[config.mk]
export PLATFORM = sky130hd
export DESIGN_NAME = sorted_list_merge_core
export DESIGN_NICKNAME = d
export VERILOG_FILES = /design/src/hdl/slm_pkg.sv /design/src/hdl/sorted_list_merge_core.sv
export SDC_FILE = /design/constraint.sdc
export NUM_CORES = 2
export LEC_CHECK = 0
export BUFFER_PORTS_ARGS = -buffer_cell sky130_fd_sc_hd__clkbuf_2
export CAP_MARGIN = 20
export CORE_MARGIN = 1
export CORE_UTILIZATION = 45
export CTS_CLUSTER_SIZE = 25
export DETAILED_ROUTE_END_ITERATION = 16
export GPL_ROUTABILITY_DRIVEN = 0
export PLACE_DENSITY = 0.6
export SYNTH_ARGS = -nofsm -noshare
export SYNTH_HDL_FRONTEND = slang
export SYNTH_SLANG_ARGS = --single-unit
[constraint.sdc]
create_clock -name clk -period 8 [get_ports clk]
set_input_delay 0.8 -clock clk [delete_from_list [all_inputs] [get_ports clk]]
set_output_delay 0.8 -clock clk [all_outputs]
set_load 0.1 [all_outputs]
[src/hdl/slm_pkg.sv]
// ----------------------------------------------------------------------------
// slm_pkg: shared types and codes of the sorted list merge core.
// Holds the item opcodes, fixed field widths and the sequencer state type.
// ----------------------------------------------------------------------------
`timescale 1ns / 1ps

package slm_pkg;

  // Fixed field widths of the item interfaces.
  localparam int DATA_W = 32;
  localparam int POS_W  = 6;
  localparam int OP_W   = 2;

  // Item opcodes.
  localparam logic [OP_W-1:0] OP_PUSH_FIRST  = 2'd0;
  localparam logic [OP_W-1:0] OP_PUSH_SECOND = 2'd1;
  localparam logic [OP_W-1:0] OP_RUN         = 2'd2;

  // Sequencer states: idle takes pushes and runs, merge walks both stores.
  typedef enum logic [0:0] {
    ST_IDLE  = 1'b0,
    ST_MERGE = 1'b1
  } state_t;

endpackage

[src/hdl/sorted_list_merge_core.sv]
// ----------------------------------------------------------------------------
// sorted_list_merge_core: merge of two ascending lists held in block memories.
// A run's first item passes the memory read register (read starts in the accept cycle),
// then the output register; then one per unstalled cycle. Input stalls until the last
// item is registered. Reset clears state and counts, not the memories.
// ----------------------------------------------------------------------------
`timescale 1ns / 1ps

module sorted_list_merge_core #(
  parameter int LIST_DEPTH = 32
) (
  input  logic                             clk,
  input  logic                             rst,
  // Input item channel.
  input  logic                             in_valid,
  output logic                             in_stall,
  input  logic [slm_pkg::OP_W-1:0]         opcode,
  input  logic signed [slm_pkg::DATA_W-1:0] value,
  // Result item channel.
  output logic                             out_valid,
  input  logic                             out_stall,
  output logic signed [slm_pkg::DATA_W-1:0] merged_value,
  output logic [slm_pkg::POS_W-1:0]        position,
  output logic                             from_second,
  output logic                             last,
  output logic                             dropped
);

  localparam int CNT_W = $clog2(LIST_DEPTH + 1);
  localparam int IDX_W = (LIST_DEPTH > 1) ? $clog2(LIST_DEPTH) : 1;
  localparam int TOT_W = CNT_W + 1;
  localparam logic [CNT_W-1:0] DEPTH_CNT = CNT_W'(LIST_DEPTH);

  // List memories, one synchronous read port each.
  logic [slm_pkg::DATA_W-1:0] first_mem  [LIST_DEPTH];
  logic [slm_pkg::DATA_W-1:0] second_mem [LIST_DEPTH];
  logic [slm_pkg::DATA_W-1:0] first_rdata;
  logic [slm_pkg::DATA_W-1:0] second_rdata;
  logic [IDX_W-1:0]           first_raddr;
  logic [IDX_W-1:0]           second_raddr;

  slm_pkg::state_t state, state_next;

  logic [CNT_W-1:0] first_count;
  logic [CNT_W-1:0] second_count;
  logic             drop_seen;
  logic [CNT_W-1:0] rd_first, rd_first_next;
  logic [CNT_W-1:0] rd_second, rd_second_next;
  logic [TOT_W-1:0] out_index;
  logic [TOT_W-1:0] total;

  logic in_accept;
  logic push_first;
  logic push_second;
  logic run_go;
  logic run_empty;
  logic out_free;
  logic emit;
  logic take_first;
  logic emit_last;

  // Input decode; items are taken only while idle.
  assign in_accept = in_valid && !in_stall;
  always_comb begin
    push_first  = 1'b0;
    push_second = 1'b0;
    run_go      = 1'b0;
    unique case (opcode)
      slm_pkg::OP_PUSH_FIRST:  push_first  = in_accept;
      slm_pkg::OP_PUSH_SECOND: push_second = in_accept;
      slm_pkg::OP_RUN:         run_go      = in_accept;
      default: ;
    endcase
  end

  assign total     = TOT_W'(first_count) + TOT_W'(second_count);
  assign run_empty = (total == '0);

  // Merge choice on the two heads read out of memory.
  assign out_free   = !out_valid || !out_stall;
  assign take_first = (rd_first < first_count) &&
                      ((rd_second >= second_count) ||
                       ($signed(first_rdata) <= $signed(second_rdata)));
  assign emit       = (state == slm_pkg::ST_MERGE) && out_free;
  assign emit_last  = emit && ((out_index + TOT_W'(1)) == total);

  // Next state.
  always_comb begin
    state_next = state;
    unique case (state)
      slm_pkg::ST_IDLE: begin
        if (run_go && !run_empty) state_next = slm_pkg::ST_MERGE;
      end
      slm_pkg::ST_MERGE: begin
        if (emit_last) state_next = slm_pkg::ST_IDLE;
      end
      default: state_next = slm_pkg::ST_IDLE;
    endcase
  end

  // State outputs.
  always_comb begin
    in_stall = 1'b1;
    unique case (state)
      slm_pkg::ST_IDLE:  in_stall = 1'b0;
      slm_pkg::ST_MERGE: in_stall = 1'b1;
      default:           in_stall = 1'b1;
    endcase
  end

  // Read pointers; the memory address follows the next pointer value so
  // that the read data always holds the current head of each list.
  always_comb begin
    rd_first_next  = rd_first;
    rd_second_next = rd_second;
    if (run_go) begin
      rd_first_next  = '0;
      rd_second_next = '0;
    end else if (emit) begin
      if (take_first) rd_first_next  = rd_first + CNT_W'(1);
      else            rd_second_next = rd_second + CNT_W'(1);
    end
  end

  assign first_raddr  = (rd_first_next < DEPTH_CNT) ? rd_first_next[IDX_W-1:0] : '0;
  assign second_raddr = (rd_second_next < DEPTH_CNT) ? rd_second_next[IDX_W-1:0] : '0;

  // First list memory.
  always_ff @(posedge clk) begin
    if (push_first && (first_count < DEPTH_CNT)) begin
      first_mem[first_count[IDX_W-1:0]] <= value;
    end
    first_rdata <= first_mem[first_raddr];
  end

  // Second list memory.
  always_ff @(posedge clk) begin
    if (push_second && (second_count < DEPTH_CNT)) begin
      second_mem[second_count[IDX_W-1:0]] <= value;
    end
    second_rdata <= second_mem[second_raddr];
  end

  // Control registers: state, counts, drop flag, pointers.
  always_ff @(posedge clk) begin
    if (rst) begin
      state        <= slm_pkg::ST_IDLE;
      first_count  <= '0;
      second_count <= '0;
      drop_seen    <= 1'b0;
      rd_first     <= '0;
      rd_second    <= '0;
      out_index    <= '0;
    end else begin
      state     <= state_next;
      rd_first  <= rd_first_next;
      rd_second <= rd_second_next;
      if (push_first) begin
        if (first_count < DEPTH_CNT) first_count <= first_count + CNT_W'(1);
        else                         drop_seen   <= 1'b1;
      end
      if (push_second) begin
        if (second_count < DEPTH_CNT) second_count <= second_count + CNT_W'(1);
        else                          drop_seen    <= 1'b1;
      end
      if (run_go) begin
        out_index <= '0;
      end else if (emit) begin
        out_index <= out_index + TOT_W'(1);
      end
      // A run ends by emptying both lists and clearing the drop flag.
      if ((run_go && run_empty) || emit_last) begin
        first_count  <= '0;
        second_count <= '0;
        drop_seen    <= 1'b0;
      end
    end
  end

  // Output register valid.
  always_ff @(posedge clk) begin
    if (rst) begin
      out_valid <= 1'b0;
    end else if (emit) begin
      out_valid <= 1'b1;
    end else if (!out_stall) begin
      out_valid <= 1'b0;
    end
  end

  // Output register payload.
  always_ff @(posedge clk) begin
    if (emit) begin
      merged_value <= take_first ? first_rdata : second_rdata;
      position     <= slm_pkg::POS_W'(out_index);
      from_second  <= !take_first;
      last         <= (out_index + TOT_W'(1)) == total;
      dropped      <= drop_seen;
    end
  end

`ifndef NO_ASSERTIONS
  // Every emitted item advances exactly one pointer.
  a_index_sum: assert property (@(posedge clk) disable iff (rst)
    (state == slm_pkg::ST_MERGE) |->
      (out_index == (TOT_W'(rd_first) + TOT_W'(rd_second))))
    else $error("merge index does not match the pointer sum");

  // Pointers never run past their list during a merge.
  a_ptr_bound: assert property (@(posedge clk) disable iff (rst)
    (state == slm_pkg::ST_MERGE) |->
      ((rd_first <= first_count) && (rd_second <= second_count)))
    else $error("merge pointer beyond list count");

  // The final item of a run leaves both lists empty and the block idle.
  a_run_end: assert property (@(posedge clk) disable iff (rst)
    emit_last |=> ((state == slm_pkg::ST_IDLE) && (first_count == '0) &&
                   (second_count == '0) && !drop_seen && out_valid && last))
    else $error("run did not end cleanly");
`endif

endmodule

==> flow_metrics.env <==
export IMPL_layout_cells_non_filler=8707
export IMPL_area_growth_pct=13.0
export IMPL_cts_max_level=4
export IMPL_use_met3_pct=3.69
export IMPL_ant_nets=0
export IMPL_num_fill_cells=15648
export IMPL_finish_utilization_pct=51.4
export IMPL_drive_above_1_share_pct=11.0
export IMPL_dieArea_sq_um=192000
export IMPL_multi_input_area_sq_um=19900
export IMPL_cts_buffers=216
export IMPL_ys_seq_elements=2187
export IMPL_place_hpwl_microns=131000
export IMPL_avgSynthCellArea_sq_um=14.4
export IMPL_finalCritPeriodShare_pct=78.6
export IMPL_path_common_cell="buf_4"
export IMPL_ioPinCount=81
export IMPL_min_period_ps=6290
export IMPL_powerDensity_nw_per_um2=238
export IMPL_placed_cell_area_sq_um=90100
export IMPL_skew_ps=39.4
export IMPL_max_slew_margin_pct=24.8
export IMPL_wl_per_cell_microns=29.2
export IMPL_netlist_area_leader_share_pct=73.1
export IMPL_via_count=52986
export IMPL_power_mw=23.1
export IMPL_ys_top_cells_by_area="edfxtp_1, nand2_1, a211oi_1"
export IMPL_start_kind="flop"
export IMPL_status="completed"
export IMPL_cpPeakStageDelay_ps=830
export IMPL_drv_slew=0
export IMPL_synthCells=5940
export IMPL_row_count=159
export IMPL_dieWidth_microns=439
export IMPL_routed_wl_microns=254000
export IMPL_cpMaxStageDelayCell="nor4_1"
export IMPL_cts_sinks=2187
export IMPL_synth_area_sq_um=85800
export IMPL_grt_pass1_wl_microns=361000
export IMPL_cp_num_buf_inv=4
export IMPL_grt_pass1_vias=50154
export IMPL_clk_pin_slew_ps=60
export IMPL_path_class="flop to flop"
export IMPL_final_cell_area_sq_um=97000
export IMPL_hold_viol=0
export IMPL_synthArstFlopShare_pct=0
export IMPL_final_net_count=6125
export IMPL_worstPathRequired_ps=8690
export IMPL_drv_cap=0
export IMPL_synth_edff_count=2089
export IMPL_grt_use_total_pct=26.0
export IMPL_grt_antenna_before_repair=3
export IMPL_clock_path_buffers=3
export IMPL_clk_latency_ps=880
export IMPL_cts_tree="yes"
export IMPL_fp_dieH_microns=439
export IMPL_ys_warn_count=0
export IMPL_core_area_sq_um=189000
export IMPL_setup_tns_ps=0
export IMPL_root_buffer="clkbuf_16"
export IMPL_io_buffers=80
export IMPL_viasPerCell=6.09
export IMPL_worst_path_max_fanout=74
export IMPL_postCtsHoldBufs=0
export IMPL_dpl_cell_count=8300
export IMPL_grt_util_met1_pct=36.8
export IMPL_crit_family="compound AO/OA/AOI/OAI gates"
export IMPL_drt_drc_violations_left=0
export IMPL_drt_iter0_markers=6580
export IMPL_leakagePower_nw=32.1
export IMPL_tightest_slew_ps=1120
export IMPL_ys_types=64
export IMPL_netlist_top_cell_by_area="edfxtp_1"
export IMPL_critical_path_cell_chain="inv_1, ha_1, a21oi_1, o21ai_1, a221o_1, a211o_1, a211oi_4, buf_4, nor3_1, a211oi_4, buf_4, buf_4, a211oi_1, a31oi_1, o22ai_1, nor4_1"
export IMPL_rsz0062_at_grt="no"
export IMPL_synthesis_nets=6039
export IMPL_ys_seq_area_share_pct=75.4
export IMPL_synthTopCellsByCount="edfxtp_1, nand2_1, a211oi_1, clkbuf_1"
export IMPL_grt_ovfl_total=0
export IMPL_cp_end_kind="flop"
export IMPL_postCtsSetupBuffers=0
export IMPL_drt_first_pass_iters=5
export IMPL_synth_most_common_cell="edfxtp_1"
export IMPL_ctsResizeCount=0
export IMPL_setup_viol=0
export IMPL_busiest_layer="met2"
export IMPL_final_seq_area_sq_um=64700
export IMPL_grtUsageMet2_pct=41.2
export IMPL_grt_start_max_net_pins=115
export IMPL_fmax_ghz=0.159
export IMPL_hold_path_class="input port to flop"
export IMPL_vdd_drop_max_uv=178
export IMPL_worstPathArrival_ps=6980
export IMPL_ys_flop_type="edfxtp_1"
export IMPL_initial_utilization_pct=45.5
[area by class of cell]
| cell class | instances | area share (%) |
|---|---|---|
| Sequential cell | 2187 | 66.7 |
| Tap cell | 2495 | 3.22 |
| Multi-Input combinational cell | 3289 | 20.5 |
| Antenna cell | 5 | 0.0129 |
| Timing Repair Buffer | 277 | 2.24 |
| Inverter | 55 | 0.213 |
| Clock buffer | 289 | 6.08 |
| Clock inverter | 110 | 1.00 |
[metal layers]
metal | vias to the layer above | share of wire, %
met5 | - | 0.0043
met4 | 2 | 3.8
met3 | 443 | 8.3
met2 | 2516 | 46
met1 | 26981 | 41
li1 | 23044 | -
[cell usage in the layout (no fill, tap or decap), types with 5 or more instances in the layout]
cell type	count
buf_4	166
a211oi_1	386
xnor2_1	27
clkbuf_16	218
diode_2	5
o21ai_0	37
xor2_1	11
nand4_1	10
inv_1	52
nor4_1	95
buf_12	25
a21oi_1	154
clkinv_1	43
clkbuf_8	18
buf_2	6
dfxtp_1	98
clkbuf_2	80
edfxtp_1	2089
nor2b_1	258
clkinv_2	36
nand2_2	8
ha_1	60
a31oi_1	258
nand3_1	28
nor3_1	43
nand2_1	1096
mux2i_1	133
and3_1	133
a311oi_1	128
o22ai_1	160
nor2_4	65
nor2_1	59
o221ai_1	64
bufinv_16	12
a21o_1	6
clkbuf_1	53
[worst min-delay path: cells and delay by family]
kind / cells / cell delay, ps
compound gates: 1 / 60
simple gates: 1 / 70
buf+inv: 1 / 90
[state kept, by name (all words and copies together) (netlist names), 7 cells and up]
name          flops
first_mem      1024
first_rdata      32
merged_value     32
out_index         7
second_mem     1024
second_rdata     32
[logic make-up after synthesis]
logic type | share of synthesized area (%)
flops | 75.4
simple gates | 9.64
buf+inv | 2.19
fa+ha+maj | 0.898
compound gates | 9.93
xor+xnor | 0.388
mux | 1.58
[power by group]
group,switching (mW),leakage (nW),internal (mW),total [mW]
sequential,0.0254,19.6,12.6,12.6
clock,4.30,3.36,5.56,9.86
combinational,0.507,9.15,0.147,0.654
total,4.83,32.1,18.3,23.1
[final timing paths]
kind	slack [ps]	endpoint	startpoint	depth (start not counted)
setup / recovery	1710	second_rdata[20]	second_rdata[5]	16
hold / removal	210	out_valid	out_stall	3
setup reg to reg	1710	second_rdata[20]	second_rdata[5]	16
hold reg to reg	490	dropped	drop_seen	0
[stage by stage]
stage | worst slack, ps | hold slack, ps
finish | 1710 | 205
global placement | 748 | 451
detailed placement | 1220 | 455
CTS | 1200 | 150
floorplan | 3490 | 409
global route | 1450 | 194
(Power assumes the default switching activity.)
